[src/rtl/mbce_pkg.sv]
`timescale 1ns / 1ps

package mbce_pkg;

	// Frame size bounds and register widths.
	localparam int DimW = 13;
	localparam logic [DimW-1:0] MAX_WIDTH  = 13'd4096;
	localparam logic [DimW-1:0] MAX_HEIGHT = 13'd4096;

	// Register indexes on the configuration port.
	localparam logic [2:0] REG_ROW_WIDTH      = 3'd0;
	localparam logic [2:0] REG_ROW_COUNT      = 3'd1;
	localparam logic [2:0] REG_BYTES_PER_PIX  = 3'd2;
	localparam logic [2:0] REG_USE_MAP        = 3'd3;
	localparam logic [2:0] REG_KEY_ENABLE     = 3'd4;
	localparam logic [2:0] REG_KEY_BIT        = 3'd5;
	localparam logic [2:0] REG_COLOR_ZERO     = 3'd6;
	localparam logic [2:0] REG_COLOR_ONE      = 3'd7;

	// Configuration registers as seen by the front and back parts.
	typedef struct packed {
		logic [DimW-1:0] row_width;
		logic [DimW-1:0] row_count;
		logic [2:0]      bytes_per_pixel;
		logic            use_map;
		logic            key_enable;
		logic            key_bit;
		logic [31:0]     color_for_zero;
		logic [31:0]     color_for_one;
	} cfg_t;

	// One classified source byte, waiting to be expanded.
	typedef struct packed {
		logic [7:0] source_byte;
		logic [3:0] pixel_count;
		logic       row_done;
		logic       frame_done;
	} entry_t;

endpackage

[src/rtl/mbce_fifo.sv]
`timescale 1ns / 1ps

module mbce_fifo (
	input  logic            clk,
	input  logic            arst_n,
	input  logic            push,
	input  mbce_pkg::entry_t push_data,
	input  logic            pop,
	output mbce_pkg::entry_t head,
	output logic            full,
	output logic            empty
);

	mbce_pkg::entry_t mem_q [2];
	logic       wr_ptr_q;
	logic       rd_ptr_q;
	logic [1:0] count_q;

	assign full  = (count_q == 2'd2);
	assign empty = (count_q == 2'd0);
	assign head  = mem_q[rd_ptr_q];

	// Entry storage.
	always_ff @(posedge clk) begin
		if (push) begin
			mem_q[wr_ptr_q] <= push_data;
		end
	end

	// Pointers and fill count.
	always_ff @(posedge clk or negedge arst_n) begin
		if (!arst_n) begin
			wr_ptr_q <= 1'b0;
			rd_ptr_q <= 1'b0;
			count_q  <= 2'd0;
		end else begin
			if (push) begin
				wr_ptr_q <= ~wr_ptr_q;
			end
			if (pop) begin
				rd_ptr_q <= ~rd_ptr_q;
			end
			if (push && !pop) begin
				count_q <= count_q + 2'd1;
			end else if (pop && !push) begin
				count_q <= count_q - 2'd1;
			end
		end
	end

endmodule

[src/rtl/mbce_front.sv]
`timescale 1ns / 1ps

module mbce_front (
	input  logic             clk,
	input  logic             arst_n,
	input  mbce_pkg::cfg_t   cfg,
	input  logic             in_valid,
	output logic             in_ready,
	input  logic [7:0]       source_byte,
	input  logic             queue_full,
	output logic             push,
	output mbce_pkg::entry_t push_data
);

	logic [mbce_pkg::DimW-1:0] col_q;
	logic [mbce_pkg::DimW-1:0] row_q;
	logic [mbce_pkg::DimW-1:0] width;
	logic [mbce_pkg::DimW-1:0] count;
	logic [mbce_pkg::DimW-1:0] col;
	logic [mbce_pkg::DimW-1:0] remain;
	logic [mbce_pkg::DimW-1:0] row_next;
	logic                      row_done;
	logic                      frame_done;

	assign in_ready = !queue_full;
	assign push     = in_valid && in_ready;

	// Clamp the frame size to its legal range.
	always_comb begin
		if (cfg.row_width == '0) begin
			width = mbce_pkg::DimW'(1);
		end else if (cfg.row_width > mbce_pkg::MAX_WIDTH) begin
			width = mbce_pkg::MAX_WIDTH;
		end else begin
			width = cfg.row_width;
		end
		if (cfg.row_count == '0) begin
			count = mbce_pkg::DimW'(1);
		end else if (cfg.row_count > mbce_pkg::MAX_HEIGHT) begin
			count = mbce_pkg::MAX_HEIGHT;
		end else begin
			count = cfg.row_count;
		end
	end

	// Classify the byte: how many pixels it yields and whether it ends a row or frame.
	always_comb begin
		col        = (col_q >= width) ? '0 : col_q;
		remain     = width - col;
		row_done   = (remain <= mbce_pkg::DimW'(8));
		row_next   = row_q + mbce_pkg::DimW'(1);
		frame_done = row_done && (row_next >= count);
		push_data.source_byte = source_byte;
		push_data.pixel_count = row_done ? remain[3:0] : 4'd8;
		push_data.row_done    = row_done;
		push_data.frame_done  = frame_done;
	end

	// Column and row position.
	always_ff @(posedge clk or negedge arst_n) begin
		if (!arst_n) begin
			col_q <= '0;
			row_q <= '0;
		end else if (push) begin
			if (row_done) begin
				col_q <= '0;
				row_q <= frame_done ? '0 : row_next;
			end else begin
				col_q <= col + mbce_pkg::DimW'(8);
			end
		end
	end

endmodule

[src/rtl/mbce_back.sv]
`timescale 1ns / 1ps

module mbce_back (
	input  logic             clk,
	input  logic             arst_n,
	input  mbce_pkg::cfg_t   cfg,
	input  mbce_pkg::entry_t head,
	input  logic             queue_empty,
	output logic             pop,
	output logic             out_valid,
	input  logic             out_ready,
	output logic [31:0]      pixel_value,
	output logic             write_enable,
	output logic             byte_last,
	output logic             row_end,
	output logic             frame_end
);

	logic [2:0]  pix_idx_q;
	logic        out_valid_q;
	logic [31:0] pixel_value_q;
	logic        write_enable_q;
	logic        byte_last_q;
	logic        row_end_q;
	logic        frame_end_q;

	logic        load;
	logic        bit_val;
	logic        last;
	logic [2:0]  bpp;
	logic [31:0] word;
	logic [31:0] pix;

	assign load = !queue_empty && (!out_valid_q || out_ready);
	assign last = ({1'b0, pix_idx_q} + 4'd1) == head.pixel_count;
	assign pop  = load && last;

	// Select the current source bit, MSB first, and form its pixel.
	always_comb begin
		bit_val = head.source_byte[3'd7 - pix_idx_q];
		if (cfg.bytes_per_pixel == 3'd0) begin
			bpp = 3'd1;
		end else if (cfg.bytes_per_pixel > 3'd4) begin
			bpp = 3'd4;
		end else begin
			bpp = cfg.bytes_per_pixel;
		end
		word = bit_val ? cfg.color_for_one : cfg.color_for_zero;
		if (!cfg.use_map && bpp == 3'd1) begin
			pix = {31'd0, bit_val};
		end else begin
			case (bpp)
				3'd1:    pix = {24'd0, word[7:0]};
				3'd2:    pix = {16'd0, word[15:0]};
				3'd3:    pix = {8'd0, word[23:0]};
				default: pix = word;
			endcase
		end
	end

	// Pixel index within the head byte, and output register.
	always_ff @(posedge clk or negedge arst_n) begin
		if (!arst_n) begin
			pix_idx_q   <= '0;
			out_valid_q <= 1'b0;
		end else begin
			if (load) begin
				pix_idx_q   <= last ? 3'd0 : pix_idx_q + 3'd1;
				out_valid_q <= 1'b1;
			end else if (out_ready) begin
				out_valid_q <= 1'b0;
			end
		end
	end

	always_ff @(posedge clk) begin
		if (load) begin
			pixel_value_q  <= pix;
			write_enable_q <= !(cfg.key_enable && (bit_val == cfg.key_bit));
			byte_last_q    <= last;
			row_end_q      <= last && head.row_done;
			frame_end_q    <= last && head.frame_done;
		end
	end

	assign out_valid    = out_valid_q;
	assign pixel_value  = pixel_value_q;
	assign write_enable = write_enable_q;
	assign byte_last    = byte_last_q;
	assign row_end      = row_end_q;
	assign frame_end    = frame_end_q;

endmodule

[src/rtl/mono_bitmap_color_expand.sv]
`timescale 1ns / 1ps

// Monochrome color expansion: each 1-bit-per-pixel source byte (leftmost pixel in
// bit 7) becomes 8 destination pixels, or fewer at the end of a row, one pixel per
// clock on the output stream while m_axis_tready holds and a byte is queued; each
// byte yields 1 to 8 pixels (8 inside a row) via the back part's one-pixel
// selector and output register. The front part takes a new byte every cycle while
// its two-entry queue has room, so bytes queue up during expansion; an accepted
// byte passes through the queue and the output register. Configuration is written
// through cfg_wr_en/cfg_index/cfg_data, by the user only while idle (not enforced).
module mono_bitmap_color_expand (
	input  logic        clk,
	input  logic        arst_n,
	input  logic        cfg_wr_en,
	input  logic [2:0]  cfg_index,
	input  logic [31:0] cfg_data,
	input  logic        s_axis_tvalid,
	output logic        s_axis_tready,
	input  logic [7:0]  s_axis_tdata,   // [7:0] source_byte
	output logic        m_axis_tvalid,
	input  logic        m_axis_tready,
	output logic [31:0] m_axis_tdata,   // [31:0] pixel_value
	output logic [2:0]  m_axis_tuser,   // [0] write_enable, [1] byte_last, [2] row_end
	output logic        m_axis_tlast    // frame_end
);

	mbce_pkg::cfg_t   cfg_q;
	mbce_pkg::entry_t push_data;
	mbce_pkg::entry_t head;
	logic             push;
	logic             pop;
	logic             queue_full;
	logic             queue_empty;

	// Configuration registers.
	always_ff @(posedge clk or negedge arst_n) begin
		if (!arst_n) begin
			cfg_q.row_width       <= mbce_pkg::DimW'(1);
			cfg_q.row_count       <= mbce_pkg::DimW'(1);
			cfg_q.bytes_per_pixel <= 3'd1;
			cfg_q.use_map         <= 1'b0;
			cfg_q.key_enable      <= 1'b0;
			cfg_q.key_bit         <= 1'b0;
			cfg_q.color_for_zero  <= '0;
			cfg_q.color_for_one   <= '0;
		end else if (cfg_wr_en) begin
			case (cfg_index)
				mbce_pkg::REG_ROW_WIDTH:     cfg_q.row_width <= cfg_data[mbce_pkg::DimW-1:0];
				mbce_pkg::REG_ROW_COUNT:     cfg_q.row_count <= cfg_data[mbce_pkg::DimW-1:0];
				mbce_pkg::REG_BYTES_PER_PIX: cfg_q.bytes_per_pixel <= cfg_data[2:0];
				mbce_pkg::REG_USE_MAP:       cfg_q.use_map <= cfg_data[0];
				mbce_pkg::REG_KEY_ENABLE:    cfg_q.key_enable <= cfg_data[0];
				mbce_pkg::REG_KEY_BIT:       cfg_q.key_bit <= cfg_data[0];
				mbce_pkg::REG_COLOR_ZERO:    cfg_q.color_for_zero <= cfg_data;
				mbce_pkg::REG_COLOR_ONE:     cfg_q.color_for_one <= cfg_data;
				default: ;
			endcase
		end
	end

	// Front part: accepts and classifies source bytes.
	mbce_front u_front (
		.clk         (clk),
		.arst_n      (arst_n),
		.cfg         (cfg_q),
		.in_valid    (s_axis_tvalid),
		.in_ready    (s_axis_tready),
		.source_byte (s_axis_tdata),
		.queue_full  (queue_full),
		.push        (push),
		.push_data   (push_data)
	);

	// Queue between the two parts.
	mbce_fifo u_fifo (
		.clk       (clk),
		.arst_n    (arst_n),
		.push      (push),
		.push_data (push_data),
		.pop       (pop),
		.head      (head),
		.full      (queue_full),
		.empty     (queue_empty)
	);

	// Back part: expands one pixel per cycle while the output accepts and the queue is not empty.
	mbce_back u_back (
		.clk          (clk),
		.arst_n       (arst_n),
		.cfg          (cfg_q),
		.head         (head),
		.queue_empty  (queue_empty),
		.pop          (pop),
		.out_valid    (m_axis_tvalid),
		.out_ready    (m_axis_tready),
		.pixel_value  (m_axis_tdata),
		.write_enable (m_axis_tuser[0]),
		.byte_last    (m_axis_tuser[1]),
		.row_end      (m_axis_tuser[2]),
		.frame_end    (m_axis_tlast)
	);

	// A frame end is always also a row end.
	assert property (@(posedge clk) disable iff (!arst_n)
		m_axis_tvalid && m_axis_tlast |-> m_axis_tuser[2])
		else $error("frame end without row end");

	// A row end always closes a source byte.
	assert property (@(posedge clk) disable iff (!arst_n)
		m_axis_tvalid && m_axis_tuser[2] |-> m_axis_tuser[1])
		else $error("row end without byte end");

	// The back part never retires an entry the queue does not hold.
	assert property (@(posedge clk) disable iff (!arst_n)
		pop |-> !queue_empty)
		else $error("pop from empty queue");

	// The front part never pushes into a full queue.
	assert property (@(posedge clk) disable iff (!arst_n)
		push |-> !queue_full)
		else $error("push into full queue");

endmodule
[config.mk]
export PLATFORM = sky130hd
export DESIGN_NAME = mono_bitmap_color_expand
export DESIGN_NICKNAME = d
export VERILOG_FILES = /design/src/rtl/mbce_pkg.sv /design/src/rtl/mbce_fifo.sv /design/src/rtl/mbce_front.sv /design/src/rtl/mbce_back.sv /design/src/rtl/mono_bitmap_color_expand.sv
export SDC_FILE = /design/constraint.sdc
export NUM_CORES = 1
export LEC_CHECK = 0
export ABC_AREA = 1
export BUFFER_PORTS_ARGS = -buffer_cell sky130_fd_sc_hd__buf_2
export CAP_MARGIN = 20
export CORE_MARGIN = 4
export CORE_UTILIZATION = 50
export DETAILED_ROUTE_END_ITERATION = 12
export MAX_ROUTING_LAYER = met4
export PLACE_DENSITY = 0.67
export SLEW_MARGIN = 20
export SYNTH_ARGS = -nofsm -noshare
export SYNTH_HDL_FRONTEND = slang
export SYNTH_SLANG_ARGS = --single-unit
[constraint.sdc]
create_clock -name clk -period 4 [get_ports clk]
set_input_delay 0.4 -clock clk [delete_from_list [all_inputs] [get_ports clk]]
set_output_delay 0.4 -clock clk [all_outputs]
set_load 0.1 [all_outputs]
==> key figures <==
Outcome
  • Status: finished, violations left
  • Failing checks: hold timing, setup timing

Floorplanning
  • Horizontal die dimension: between 100 and 150 µm
  • Area of the placeable core: between 15000 and 20000 µm²
  • Starting density of the core: ~51%
  • Number of top-level pins: 86
  • Die Footprint: 21700 µm²
  • Total number of placement rows: 50
  • Height of the die: ~150 µm

Placed design
  • Number of buffer cells added on primary ports: 85
  • Total cell area at the placement stage: 10700 µm²
  • Routability Congestion: 0.898
  • Sum of net half-perimeters after detailed placement: 14800 µm
  • Pre-CTS worst setup slack: -0.194 ns

Cells and area
  • Layout Area Growth over Synthesis: 22.4%
  • Most common cell after layout, fill and taps aside: sky130_fd_sc_hd__nand2_1
  • Post-route cell area: approximately 12000 µm²
  • Utilization after layout: about 63%
  • Top library cells by usage in the layout, fill and taps aside: 202 x sky130_fd_sc_hd__nand2_1, 131 x sky130_fd_sc_hd__inv_1, 127 x sky130_fd_sc_hd__dfrtp_1, 110 x sky130_fd_sc_hd__o21ai_0, 84 x sky130_fd_sc_hd__buf_2
  • Proportion of layout cells with a drive suffix above 1: a little over a quarter
  • # nets final: between 1000 and 1500

Drt
  • Routed wire length: between 20000 and 25000 µm
  • Vias: 7539
  • Drt drc: 0
  • Detailed-route wire length per cell: 14.6 µm
  • Number of antenna-violating nets in the routed design: 0
  • TritonRoute pass-1 iters: 5
  • Number of DRC violations after detailed-routing iteration 0: 380
  • Via density: 5.14

Synthesis
  • Synth Net Count: around 1200
  • EDFF count, synth: 64
  • Proportion of synthesized flip-flops having asynchronous set or reset: 67.0%
  • Area of the mapped netlist: between 9000 and 10000 µm²
  • Most common flop cell mapped by yosys: sky130_fd_sc_hd__dfrtp_1
  • Number of flip-flops and latches in the synthesized netlist: 194
  • Avg Inst Size Synth: just over 9 µm²
  • Warning count from the yosys run: 0
  • Post-Synthesis Cells: approximately 1100
  • Sequential fraction of the synthesis area: 53.4%
  • Number of different library cells in the post-synthesis netlist: 45

GRT
  • Number of global-route vias before repair: approximately 7400
  • Overall Global Routing Usage: about a fifth
  • Number of antenna violations at the first check in global routing: 1
  • Maximum number of pins on one net before global-route repair: 81
  • Grt ovf: 0
  • First-pass GRT wire length: around 36000 µm

Min path
  • HP Class: in2async

Worst setup path
  • Data required time at the worst endpoint: 4.33 ns
  • Reg-to-reg startpoint: cfg_q[89]$_DFFE_PN0P_
  • Category of the worst setup path capture point: flip-flop
  • Depth of the worst register-to-register path: 31
  • Slack of the worst reg-to-reg path: -0.09 ns
  • Class of the most critical setup path: reg2reg
  • Cell mode on critical path: sky130_fd_sc_hd__nand2_1
  • Data arrival time of the worst path: 4.43 ns
  • Maximum fanout along the worst path: 7
  • Maximum cell stage delay along the critical path: between 0.5 and 0.6 ns
  • Master of the slowest instance on the critical path: sky130_fd_sc_hd__fa_2
  • Critical R2R Capture: u_front.row_q[3]$_DFFE_PN0P_
  • Type of element launching the critical path: flip-flop

Clock network
  • Cts bufs inserted: 17
  • Maximum root-to-sink buffer count: 2
  • Clock slew at reported path FFs: roughly 0.08 ns
  • CTS Sinks: about 190
  • Clock tree root buffer cell: sky130_fd_sc_hd__clkbuf_16
  • Source-to-sink clock delay at the later pin of the worst-skew pair: 0.45 ns
  • CTS Hold Bufs: 0
  • CTS tree: done
  • CTS H-tree lvls: 4

STA
  • Time the worst path needs with I/O delays and setup: just over 4 ns
  • Final Hold Viols: 20
  • Final setup skew: between 0.015 and 0.02 ns
  • Worst slew margin: about a third
  • Final setup violating endpoints: 28
  • Unrepaired setup endpoints after global routing: true
  • Final Worst Setup Slack: -0.0915 ns
  • Upper clock frequency limit: ~240 MHz
  • Worst-case hold slack: -0.0330 ns
  • Final sum of negative setup slack: -1.67 ns
  • Fin. max-slew vios: 0
  • Part of the cycle the worst path needs: 102%
  • Actual slew at the worst max-slew pin: about 0.99 ns

Pwr
  • Worst IR Drop VDD: approximately 0.64 mV
  • Leakage Power: 5.49 nW
  • PwrDens: 828 nW/µm²

Flow run
  • Max-cap viol count: 0
[cell usage after synthesis (2+ instances only)]
cell type,n,area (µm²)
sky130_fd_sc_hd__o21ai_1,7,35.0
sky130_fd_sc_hd__nor3_1,11,55.1
sky130_fd_sc_hd__buf_6,2,22.5
sky130_fd_sc_hd__nand3_1,26,130
sky130_fd_sc_hd__o21a_1,2,15.0
sky130_fd_sc_hd__xnor2_1,8,70.1
sky130_fd_sc_hd__buf_2,4,20.0
sky130_fd_sc_hd__a21o_1,3,22.5
sky130_fd_sc_hd__nor2_1,77,289
sky130_fd_sc_hd__clkbuf_1,25,93.8
sky130_fd_sc_hd__nor2_4,2,22.5
sky130_fd_sc_hd__a21oi_1,52,260
sky130_fd_sc_hd__xor2_1,13,114
sky130_fd_sc_hd__inv_1,137,514
sky130_fd_sc_hd__inv_2,8,30.0
sky130_fd_sc_hd__nor4_1,7,43.8
sky130_fd_sc_hd__a211oi_1,12,90.1
sky130_fd_sc_hd__edfxtp_1,64,1920
sky130_fd_sc_hd__mux2_2,19,214
sky130_fd_sc_hd__nand2_1,222,833
sky130_fd_sc_hd__a31oi_1,2,12.5
sky130_fd_sc_hd__o21ai_2,13,114
sky130_fd_sc_hd__dfstp_2,3,78.8
sky130_fd_sc_hd__o21ai_0,114,571
sky130_fd_sc_hd__nor2_2,2,12.5
sky130_fd_sc_hd__nand2_2,19,119
sky130_fd_sc_hd__nand3_2,2,20.0
sky130_fd_sc_hd__buf_4,4,30.0
sky130_fd_sc_hd__ha_1,41,513
sky130_fd_sc_hd__o22ai_1,13,81.3
sky130_fd_sc_hd__nand4_1,4,25.0
sky130_fd_sc_hd__dfrtp_1,127,3180
sky130_fd_sc_hd__nor3_2,3,30.0
[how the worst max path moves through the flow]
| stage | startpoint | endpoint | slack [ns] | cells after the start |
|---|---|---|---|---|
| after global placement | cfg_q[92]$_DFFE_PN0P_ | u_fifo.mem_q[0][5]$_DFFE_PP_ | -0.08 | 34 |
| after CTS | cfg_q[91]$_DFFE_PN0P_ | u_front.row_q[1]$_DFFE_PN0P_ | -0.04 | 31 |
| final | cfg_q[89]$_DFFE_PN0P_ | u_front.row_q[3]$_DFFE_PN0P_ | -0.09 | 31 |
| after global routing | cfg_q[92]$_DFFE_PN0P_ | u_fifo.mem_q[0][5]$_DFFE_PP_ | -0.35 | 36 |
| after detailed placement | cfg_q[92]$_DFFE_PN0P_ | u_fifo.mem_q[0][5]$_DFFE_PP_ | -0.19 | 34 |
| after floorplan | cfg_q[88]$_DFFE_PN0P_ | u_fifo.mem_q[0][5]$_DFFE_PP_ | 0.03 | 35 |
[cell families (layout without fill, tap and decap cells)]
| family | Yosys count | after routing | synth area share, % |
|---|---|---|---|
| AND/OR/NAND/NOR | 382 | 383 | 17.0 |
| XOR/XNOR | 21 | 21 | 1.90 |
| other | 0 | 1 | 0 |
| buffers and inverters | 181 | 326 | 7.37 |
| adder cells (fa/ha/maj) | 42 | 42 | 5.50 |
| multiplexers | 19 | 19 | 2.21 |
| flip-flops | 194 | 194 | 53.4 |
| AO/OA/AOI/OAI | 221 | 221 | 12.6 |
[worst max-delay path, delay by kind of cell, from the launching register on]
| kind | cells | cell delay, ns |
|---|---|---|
| AOI/OAI and AO/OA | 2 | 0.13 |
| and+or+nand+nor | 23 | 2.06 |
| adders and majority gates | 3 | 1.02 |
| DFF | 1 | 0.39 |
| buffers and inverters | 3 | 0.39 |
[routing by layer]
metal,GRT usage (%),vias to the layer above,part of all wire (%)
met3,3.45,24,3.4
met2,33.3,129,49
li1,-,3765,-
met1,27.7,3621,46
met5,-,-,0
met4,6.66,0,1.8
[registers in the layout, summed over array words and instances (netlist names)]
signal	cells
cfg_q	96
u_back.byte_last	1
u_back.frame_end	1
u_back.out_valid	1
u_back.pix_idx_q	3
u_back.pixel_value	32
u_back.row_end	1
u_back.write_enable	1
u_fifo.count_q	2
u_fifo.mem_q	28
u_fifo.rd_ptr_q	1
u_fifo.wr_ptr_q	1
u_front.col_q	13
u_front.row_q	13
[report_power, final]
group          switching, W  leakage, nW  internal [W]  total [W]
clock network      0.000897        0.306      0.000876    0.00177
registers          0.000319         2.25       0.00271    0.00303
logic               0.00353         2.94       0.00150    0.00502
[cell type report]
class	count	area, µm²
inverters	146	561
repair buffers	148	982
clock inverters	15	209
well taps	260	325
clock buffers	17	425
diodes	1	2.50
fillers	1564	7020
flip-flops and latches	194	5180
multi-input cells	686	4190
[metrics by stage]
stage | std cells | power (W)
global route | 1467 | 0.0105
floorplan | 1060 | 0.00657
CTS | 1458 | 0.00966
global placement | 1416 | 0.00756
finish | 1467 | 0.00983
detailed placement | 1416 | 0.00763
[repair_timing]
action / CTS / global route
pin swaps: 18 / 38
gates cloned: 2 / 1
buffers inserted: 8 / 7
setup endpoints to repair: 38 / 38
resized for setup: 49 / 40
Power figures use the tool's default switching activity.
